[config.mk]
export PLATFORM = sky130hd
export DESIGN_NAME = grid_line_address_walker
export DESIGN_NICKNAME = d
export VERILOG_FILES = /design/src/rtl/glaw_pkg.sv /design/src/rtl/grid_line_address_walker.sv /design/src/rtl/glaw_mac.sv
export SDC_FILE = /design/constraint.sdc
export NUM_CORES = 1
export LEC_CHECK = 0
export BUFFER_PORTS_ARGS = -buffer_cell sky130_fd_sc_hd__buf_4
export CAP_MARGIN = 15
export CORE_MARGIN = 10
export CORE_UTILIZATION = 50
export DETAILED_ROUTE_END_ITERATION = 10
export GPL_TIMING_DRIVEN = 1
export PLACE_DENSITY = 0.71
export SYNTH_ARGS = -nofsm -noshare
export SYNTH_HDL_FRONTEND = slang
export SYNTH_SLANG_ARGS = --single-unit
[constraint.sdc]
create_clock -name clk -period 6.45 [get_ports clk]
set_clock_uncertainty 0.15 [all_clocks]
set_input_delay 0.9675 -clock clk [delete_from_list [all_inputs] [get_ports clk]]
set_output_delay 0.9675 -clock clk [all_outputs]
set_load 0.05 [all_outputs]
[src/rtl/glaw_pkg.sv]
// Package for the grid line address walker: grid geometry constants,
// field widths, the multiply-add control type and the size clamp function.
// No dependencies.
`timescale 1ns / 1ps

package glaw_pkg;

	// Grid geometry
	localparam int DIMS       = 4;
	localparam int MAX_EXTENT = 64;

	// Field widths
	localparam int IN_W   = 7;
	localparam int IDX_W  = 6;
	localparam int ADDR_W = 24;
	localparam int CNT_W  = 7;
	localparam int DIM_W  = (DIMS > 1) ? $clog2(DIMS) : 1;

	localparam logic [DIM_W-1:0] DIM_LAST = DIM_W'(DIMS - 1);
	localparam logic [IN_W-1:0]  EXT_MAX  = IN_W'(MAX_EXTENT);
	localparam logic [IN_W-1:0]  SIZE_RST = IN_W'(64);

	// Control of the shared multiply-add unit
	typedef struct packed {
		logic en;    // update the accumulator this cycle
		logic first; // load the index instead of accumulating
	} mac_ctl_t;

	// A size of zero counts as one, a size above the maximum as the maximum.
	function automatic logic [IN_W-1:0] eff_size(input logic [IN_W-1:0] s);
		logic [IN_W-1:0] r;
		r = s;
		if (s == '0) begin
			r = IN_W'(1);
		end else if (s > EXT_MAX) begin
			r = EXT_MAX;
		end
		return r;
	endfunction

endpackage

[src/rtl/grid_line_address_walker.sv]
// Top level of the grid line address walker: request intake, sequencer,
// per-dimension walk state and the output register.
// Depends on glaw_pkg and glaw_mac.
`timescale 1ns / 1ps

// Usage:
// A request carries a one-based start and end for each of the four grid
// dimensions and is taken when in_valid and in_ready are both high. The
// block then walks a line of points and offers one result per point on the
// out channel (valid/ready): the zero-based index per dimension, the
// row-major linear address and a last_point flag on the final point. A
// request with any start of zero is taken and yields no result.
// Sequence: after intake, the sequencer clamps the bounds of each dimension in
// turn, then for each point forms the address, which the shared multiply-add
// unit builds one dimension per cycle, and then loads the output register.
// in_ready is high only while the block is idle, so a new request is not
// taken before the walk of the last one is through.
// A stalled receiver holds the output register; the walk waits with the
// next point ready until the register frees up. The grid sizes are written
// through cfg_we / cfg_index / cfg_data and reset to 64; the user must write
// them only while idle, which the block itself does not enforce.
// Reset (arst_n low) returns the sequencer to idle with no result pending.

module grid_line_address_walker (
	input  logic                          clk,
	input  logic                          arst_n,
	// Configuration writes
	input  logic                          cfg_we,
	input  logic [glaw_pkg::DIM_W-1:0]    cfg_index,
	input  logic [glaw_pkg::IN_W-1:0]     cfg_data,
	// Request channel
	input  logic                          in_valid,
	output logic                          in_ready,
	input  logic [glaw_pkg::IN_W-1:0]     start_d0,
	input  logic [glaw_pkg::IN_W-1:0]     end_d0,
	input  logic [glaw_pkg::IN_W-1:0]     start_d1,
	input  logic [glaw_pkg::IN_W-1:0]     end_d1,
	input  logic [glaw_pkg::IN_W-1:0]     start_d2,
	input  logic [glaw_pkg::IN_W-1:0]     end_d2,
	input  logic [glaw_pkg::IN_W-1:0]     start_d3,
	input  logic [glaw_pkg::IN_W-1:0]     end_d3,
	// Result channel
	output logic                          out_valid,
	input  logic                          out_ready,
	output logic [glaw_pkg::IDX_W-1:0]    index_d0,
	output logic [glaw_pkg::IDX_W-1:0]    index_d1,
	output logic [glaw_pkg::IDX_W-1:0]    index_d2,
	output logic [glaw_pkg::IDX_W-1:0]    index_d3,
	output logic [glaw_pkg::ADDR_W-1:0]   linear_address,
	output logic                          last_point
);
	import glaw_pkg::*;

	// Sequencer states
	localparam logic [1:0] S_IDLE  = 2'd0;
	localparam logic [1:0] S_SETUP = 2'd1;
	localparam logic [1:0] S_ADDR  = 2'd2;
	localparam logic [1:0] S_PUSH  = 2'd3;

	logic [1:0]       state_q;
	logic [DIM_W-1:0] dim_q;
	logic [CNT_W-1:0] left_q;
	logic             out_valid_q;

	logic [IN_W-1:0]  size_q  [DIMS];
	logic [IN_W-1:0]  start_q [DIMS];
	logic [IN_W-1:0]  end_q   [DIMS];
	logic [IN_W-1:0]  in_start [DIMS];
	logic [IN_W-1:0]  in_end   [DIMS];

	logic [IDX_W-1:0] cur_q   [DIMS];
	logic [IDX_W-1:0] first_q [DIMS];
	logic [IDX_W-1:0] last_q  [DIMS];
	logic             down_q  [DIMS];
	logic [IDX_W-1:0] cur_next [DIMS];

	logic [IDX_W-1:0]  idx_out_q [DIMS];
	logic [ADDR_W-1:0] addr_out_q;
	logic              last_out_q;

	logic              in_fire;
	logic              empty_req;
	logic              push_go;
	logic              push_last;
	mac_ctl_t          mac_ctl;
	logic [ADDR_W-1:0] mac_acc;

	// Setup datapath signals for the dimension under work
	logic [IN_W-1:0]  sz;
	logic [IN_W-1:0]  s_clamp;
	logic [IN_W-1:0]  e_clamp;
	logic             s_down;
	logic [CNT_W-1:0] span;

	assign in_start[0] = start_d0;
	assign in_start[1] = start_d1;
	assign in_start[2] = start_d2;
	assign in_start[3] = start_d3;
	assign in_end[0]   = end_d0;
	assign in_end[1]   = end_d1;
	assign in_end[2]   = end_d2;
	assign in_end[3]   = end_d3;

	assign in_ready = (state_q == S_IDLE);
	assign in_fire  = in_valid && in_ready;

	// A request with any start of zero produces nothing.
	always_comb begin
		empty_req = 1'b0;
		for (int d = 0; d < DIMS; d++) begin
			if (in_start[d] == '0) begin
				empty_req = 1'b1;
			end
		end
	end

	// Clamp the bounds of one dimension and measure its span.
	always_comb begin
		sz      = eff_size(size_q[dim_q]);
		s_clamp = (start_q[dim_q] > sz) ? sz : start_q[dim_q];
		if (end_q[dim_q] == '0) begin
			e_clamp = IN_W'(1);
		end else if (end_q[dim_q] > sz) begin
			e_clamp = sz;
		end else begin
			e_clamp = end_q[dim_q];
		end
		s_down = (e_clamp < s_clamp);
		span   = s_down ? CNT_W'(s_clamp - e_clamp + IN_W'(1))
		                : CNT_W'(e_clamp - s_clamp + IN_W'(1));
	end

	// Next index of every dimension: wrap at the end, otherwise step.
	always_comb begin
		for (int d = 0; d < DIMS; d++) begin
			if (cur_q[d] == last_q[d]) begin
				cur_next[d] = first_q[d];
			end else if (down_q[d]) begin
				cur_next[d] = cur_q[d] - IDX_W'(1);
			end else begin
				cur_next[d] = cur_q[d] + IDX_W'(1);
			end
		end
	end

	// The output register takes a point when it is empty or being drained.
	assign push_go   = (state_q == S_PUSH) && (!out_valid_q || out_ready);
	assign push_last = (left_q == CNT_W'(1));

	// Multiply-add control: dimension DIMS-1 loads, the rest accumulate.
	always_comb begin
		mac_ctl.en    = (state_q == S_ADDR);
		mac_ctl.first = (dim_q == DIM_LAST);
	end

	glaw_mac u_mac (
		.clk   (clk),
		.ctl   (mac_ctl),
		.index (cur_q[dim_q]),
		.size  (eff_size(size_q[dim_q])),
		.acc   (mac_acc)
	);

	// Size registers
	always_ff @(posedge clk or negedge arst_n) begin
		if (!arst_n) begin
			for (int d = 0; d < DIMS; d++) begin
				size_q[d] <= SIZE_RST;
			end
		end else if (cfg_we && ({1'b0, cfg_index} < (DIM_W+1)'(DIMS))) begin
			size_q[cfg_index] <= cfg_data;
		end
	end

	// Sequencer
	always_ff @(posedge clk or negedge arst_n) begin
		if (!arst_n) begin
			state_q     <= S_IDLE;
			dim_q       <= '0;
			left_q      <= '0;
			out_valid_q <= 1'b0;
		end else begin
			// A drained result frees the register unless a new point takes it.
			if (out_valid_q && out_ready && !push_go) begin
				out_valid_q <= 1'b0;
			end
			unique case (state_q)
				S_IDLE: begin
					if (in_fire) begin
						left_q <= '0;
						dim_q  <= '0;
						if (!empty_req) begin
							state_q <= S_SETUP;
						end
					end
				end
				S_SETUP: begin
					if (span > left_q) begin
						left_q <= span;
					end
					if (dim_q == DIM_LAST) begin
						state_q <= S_ADDR;
					end else begin
						dim_q <= dim_q + DIM_W'(1);
					end
				end
				S_ADDR: begin
					if (dim_q == '0) begin
						state_q <= S_PUSH;
					end else begin
						dim_q <= dim_q - DIM_W'(1);
					end
				end
				S_PUSH: begin
					if (push_go) begin
						out_valid_q <= 1'b1;
						left_q      <= left_q - CNT_W'(1);
						dim_q       <= DIM_LAST;
						state_q     <= push_last ? S_IDLE : S_ADDR;
					end
				end
				default: begin
					state_q <= S_IDLE;
				end
			endcase
		end
	end

	// Request capture and per-dimension walk state
	always_ff @(posedge clk) begin
		if (in_fire) begin
			for (int d = 0; d < DIMS; d++) begin
				start_q[d] <= in_start[d];
				end_q[d]   <= in_end[d];
			end
		end
		if (state_q == S_SETUP) begin
			first_q[dim_q] <= IDX_W'(s_clamp - IN_W'(1));
			last_q[dim_q]  <= IDX_W'(e_clamp - IN_W'(1));
			cur_q[dim_q]   <= IDX_W'(s_clamp - IN_W'(1));
			down_q[dim_q]  <= s_down;
		end else if (push_go && !push_last) begin
			for (int d = 0; d < DIMS; d++) begin
				cur_q[d] <= cur_next[d];
			end
		end
	end

	// Output register
	always_ff @(posedge clk) begin
		if (push_go) begin
			for (int d = 0; d < DIMS; d++) begin
				idx_out_q[d] <= cur_q[d];
			end
			addr_out_q <= mac_acc;
			last_out_q <= push_last;
		end
	end

	assign out_valid      = out_valid_q;
	assign index_d0       = idx_out_q[0];
	assign index_d1       = idx_out_q[1];
	assign index_d2       = idx_out_q[2];
	assign index_d3       = idx_out_q[3];
	assign linear_address = addr_out_q;
	assign last_point     = last_out_q;

`ifndef SYNTHESIS
	// No points remain counted while the block is idle.
	a_idle_no_left: assert property (@(posedge clk) disable iff (!arst_n)
		(state_q == S_IDLE) |-> (left_q == '0))
		else $error("walker idle with points outstanding");

	// While a walk is under way at least one point remains.
	a_walk_has_left: assert property (@(posedge clk) disable iff (!arst_n)
		(state_q == S_ADDR || state_q == S_PUSH) |-> (left_q != '0))
		else $error("walker running with no points left");

	// A held result is never overwritten.
	a_no_overwrite: assert property (@(posedge clk) disable iff (!arst_n)
		(out_valid_q && !out_ready) |-> !push_go)
		else $error("output register overwritten while stalled");

	// The final point returns the sequencer to idle.
	a_last_to_idle: assert property (@(posedge clk) disable iff (!arst_n)
		(push_go && push_last) |=> (state_q == S_IDLE && out_valid_q && last_out_q))
		else $error("final point did not end the walk");
`endif

endmodule

[src/rtl/glaw_mac.sv]
// Shared multiply-add unit of the grid line address walker.
// Forms the row-major address by Horner steps, one dimension per cycle while ctl.en is high.
// Depends on glaw_pkg.
`timescale 1ns / 1ps

module glaw_mac (
	input  logic                         clk,
	input  glaw_pkg::mac_ctl_t           ctl,
	input  logic [glaw_pkg::IDX_W-1:0]   index,
	input  logic [glaw_pkg::IN_W-1:0]    size,
	output logic [glaw_pkg::ADDR_W-1:0]  acc
);
	import glaw_pkg::*;

	logic [ADDR_W-1:0]      acc_q;
	logic [ADDR_W+IN_W-1:0] prod;
	logic [ADDR_W-1:0]      sum;

	// One multiply and one add per cycle, kept to the address width.
	always_comb begin
		prod = acc_q * size;
		sum  = prod[ADDR_W-1:0] + ADDR_W'(index);
	end

	always_ff @(posedge clk) begin
		if (ctl.en) begin
			acc_q <= ctl.first ? ADDR_W'(index) : sum;
		end
	end

	assign acc = acc_q;

endmodule

==> qor.csv <==
metric;value;unit
clock_path_buffers;3;
multi_input_area;8940;sq um
rr_worst_depth;30;
register_area;7160;sq um
post-route-util;0.601;
async_flop_share;0.163;
route.detailed.wl_per_inst;19.6;um
routed_wl;40.3;mm
worst_slew_pin_slew;1.03;ns
yosysUniqueCellTypes;74;
remaining_drc_errors;0;
postCtsHoldBufs;0;
yosys_warnings;0;
finalCriticalPeriod;6.40;ns
hp-class;in2async;
gp_congestion;0.897;
grt_use_met2;0.314;
required;6.71;ns
syn_nets;1717;
synth-seq-area-share;0.427;
cp-end-kind;register;
core.rowCount;66;
hold_viol_final;0;
grt_max_degree;57;
netlist_area;16800;sq um
grt_first_pass_wirelength;63.5;mm
startpoint_type;register;
dr.pass1.iters;4;
io_pins;121;
critical-path-slowest-cell;mux4_2;
clock-sinks;245;
synth_top_cell_area_share;0.367;
fmax;156;MHz
synth_edf_count;205;
crit_type;reg2reg;
status;complete, no violations;
dpl.hpwl;29.9;mm
fillerInstances;2617;
grt_use_met3;0.0309;
grtUsageMet1;0.261;
min_period_over_period;0.992;
portBuffers;120;
busiest_layer;met2;
grt_antenna_before_repair;0;
cpPeakStageDelay;0.54;ns
vias_per_cell;5.54;
area_growth;17.5;%
synthesis.instances;1426;
synth_seq_cells;245;
synth_ff_type;edfxtp_1;
root_buffer;clkbuf_16;
final_common_cell;edfxtp_1;
mostFrequentLayoutCells;205 x edfxtp_1, 181 x inv_1, 177 x buf_4;
drive_above_1_share;0.216;
clk_latency;0.56;ns
overflow;0;
floorplan.initialDensity;0.511;
slew_headroom;0.316;
yosys-top-cells-area;edfxtp_1 37%, fa_1 12%, ha_1 8.8%, dfrtp_1 5.4%, inv_1 4.1%;
finalSetupViolCount;0;
htreeDepth;1;
die-area;41300;sq um
synth_top_area_cell;edfxtp_1;
crit_arrival;6.66;ns
grtUsageTotal;0.191;
n_antenna_cell;0;
cts_tree;done;
path_max_fanout;7;
drt_iter0_drc;791;
die_y;203;um
drv_slew;0;
grt_pass1_vias;11700;
clk_pin_slew_worst_paths;0.06;ns
cap_viol_max_count;0;
die_x;203;um
vias;11400;
fin_nets;1889;
postRouteAntennaNets;0;
avgSynthCellArea;11.8;sq um
cts_buffers;27;
core;32800;sq um
==> cell type report <==
| cell class | count | area share |
|---|---|---|
| clock buffer | 33 | 0.0359 |
| clock inverter | 17 | 0.0108 |
| tap | 442 | 0.0281 |
| multi-input combinational | 954 | 0.454 |
| inverter | 187 | 0.0359 |
| sequential | 245 | 0.364 |
| timing repair buffer | 183 | 0.0719 |
==> per-layer routing <==
layer	wire, um	vias up
li1	-	5272
met1	17500	5684
met2	19300	406
met3	2700	54
met4	808	0
met5	0	-
==> per-stage QoR <==
stage | instances | hold WS (ns) | cell area [sq um] | TNS, ns | worst slack, ns
2_1_floorplan | 1426 | 0.276 | 16800 | 0 | 0.0130
3_3_place_gp | 1994 | 0.334 | 18400 | 0 | 0.159
4_1_cts | 2046 | 0.249 | 19400 | 0 | 0.0106
3_5_place_dp | 1994 | 0.326 | 18400 | -0.131 | -0.0548
6_report | 2061 | 0.249 | 19700 | 0 | 0.0542
5_1_grt | 2061 | 0.275 | 19700 | -0.830 | -0.147
==> synth_stat cells (all sizes together), types with 4 or more instances <==
cell type	number
a211o	5
a211oi	4
a21o	12
a21oi	70
and2	87
and3	29
buf	10
clkbuf	31
dfrtp	36
dfstp	4
edfxtp	205
fa	103
ha	118
inv	187
mux2	33
mux2i	22
mux4	28
nand2	107
nand2b	7
nand3	8
nor2	53
nor2b	15
nor3	14
nor3b	4
nor4	13
o211ai	6
o21a	8
o21ai	52
o21bai	8
o22ai	4
or2	5
or3	5
or4	5
xnor2	49
xor2	43
==> repair_timing <==
| action | in CTS | in global routing |
|---|---|---|
| pin swaps | 1 | 17 |
| endpoints found under the setup margin | 4 | 12 |
| cloned | 0 | 1 |
| resized for setup | 4 | 46 |
| buffers inserted | 2 | 13 |
==> state kept, by name (all words and copies together) (netlist names) <==
register        cells
size_q             28
dim_q               2
last_point          1
left_q              7
u_mac.acc          24
down_q              4
first_q            24
start_q            28
state_q             2
linear_address     24
last_q             24
cur_q              24
idx_out_q          24
out_valid           1
end_q              28
==> worst max-delay path, delay by kind of cell (launching register included) <==
kind,cells,cell delay [ns]
muxes,3,1.19
buffers and inverters,5,0.57
and+or+nand+nor,5,0.67
DFF,1,0.44
AOI/OAI and AO/OA,13,2.16
adders and majority gates,4,1.08
==> worst paths after layout <==
kind | startpoint | end | slack [ns]
hold / removal | arst_n | size_q[25]$_DFFE_PN0P_ | 0.25
max in group asynchronous | arst_n | dim_q[0]$_DFFE_PN0P_ | 5.50
setup / recovery | dim_q[0]$_DFFE_PN0P_ | left_q[4]$_DFFE_PN0P_ | 0.05
hold reg to reg | u_mac.acc[23]$_SDFFCE_PP0P_ | linear_address[23]$_DFFE_PP_ | 0.34
setup reg to reg | dim_q[0]$_DFFE_PN0P_ | left_q[4]$_DFFE_PN0P_ | 0.05
min in group clk | u_mac.acc[23]$_SDFFCE_PP0P_ | linear_address[23]$_DFFE_PP_ | 0.34
==> cell families (layout without fill, tap and decap cells) <==
kind of cell             count (synthesis)  after routing  synth area share
AND/OR/NAND/NOR                        361            361             0.113
buffers and inverters                  228            420            0.0529
multiplexers                            83             83            0.0734
AO/OA/AOI/OAI                          192            193            0.0716
adder cells (fa/ha/maj)                224            224             0.213
XOR/XNOR                                93             93            0.0494
flip-flops                             245            245             0.427
Power is not shown: default switching activity piles up to over one toggle a cycle in this logic, so the estimate is an artifact.
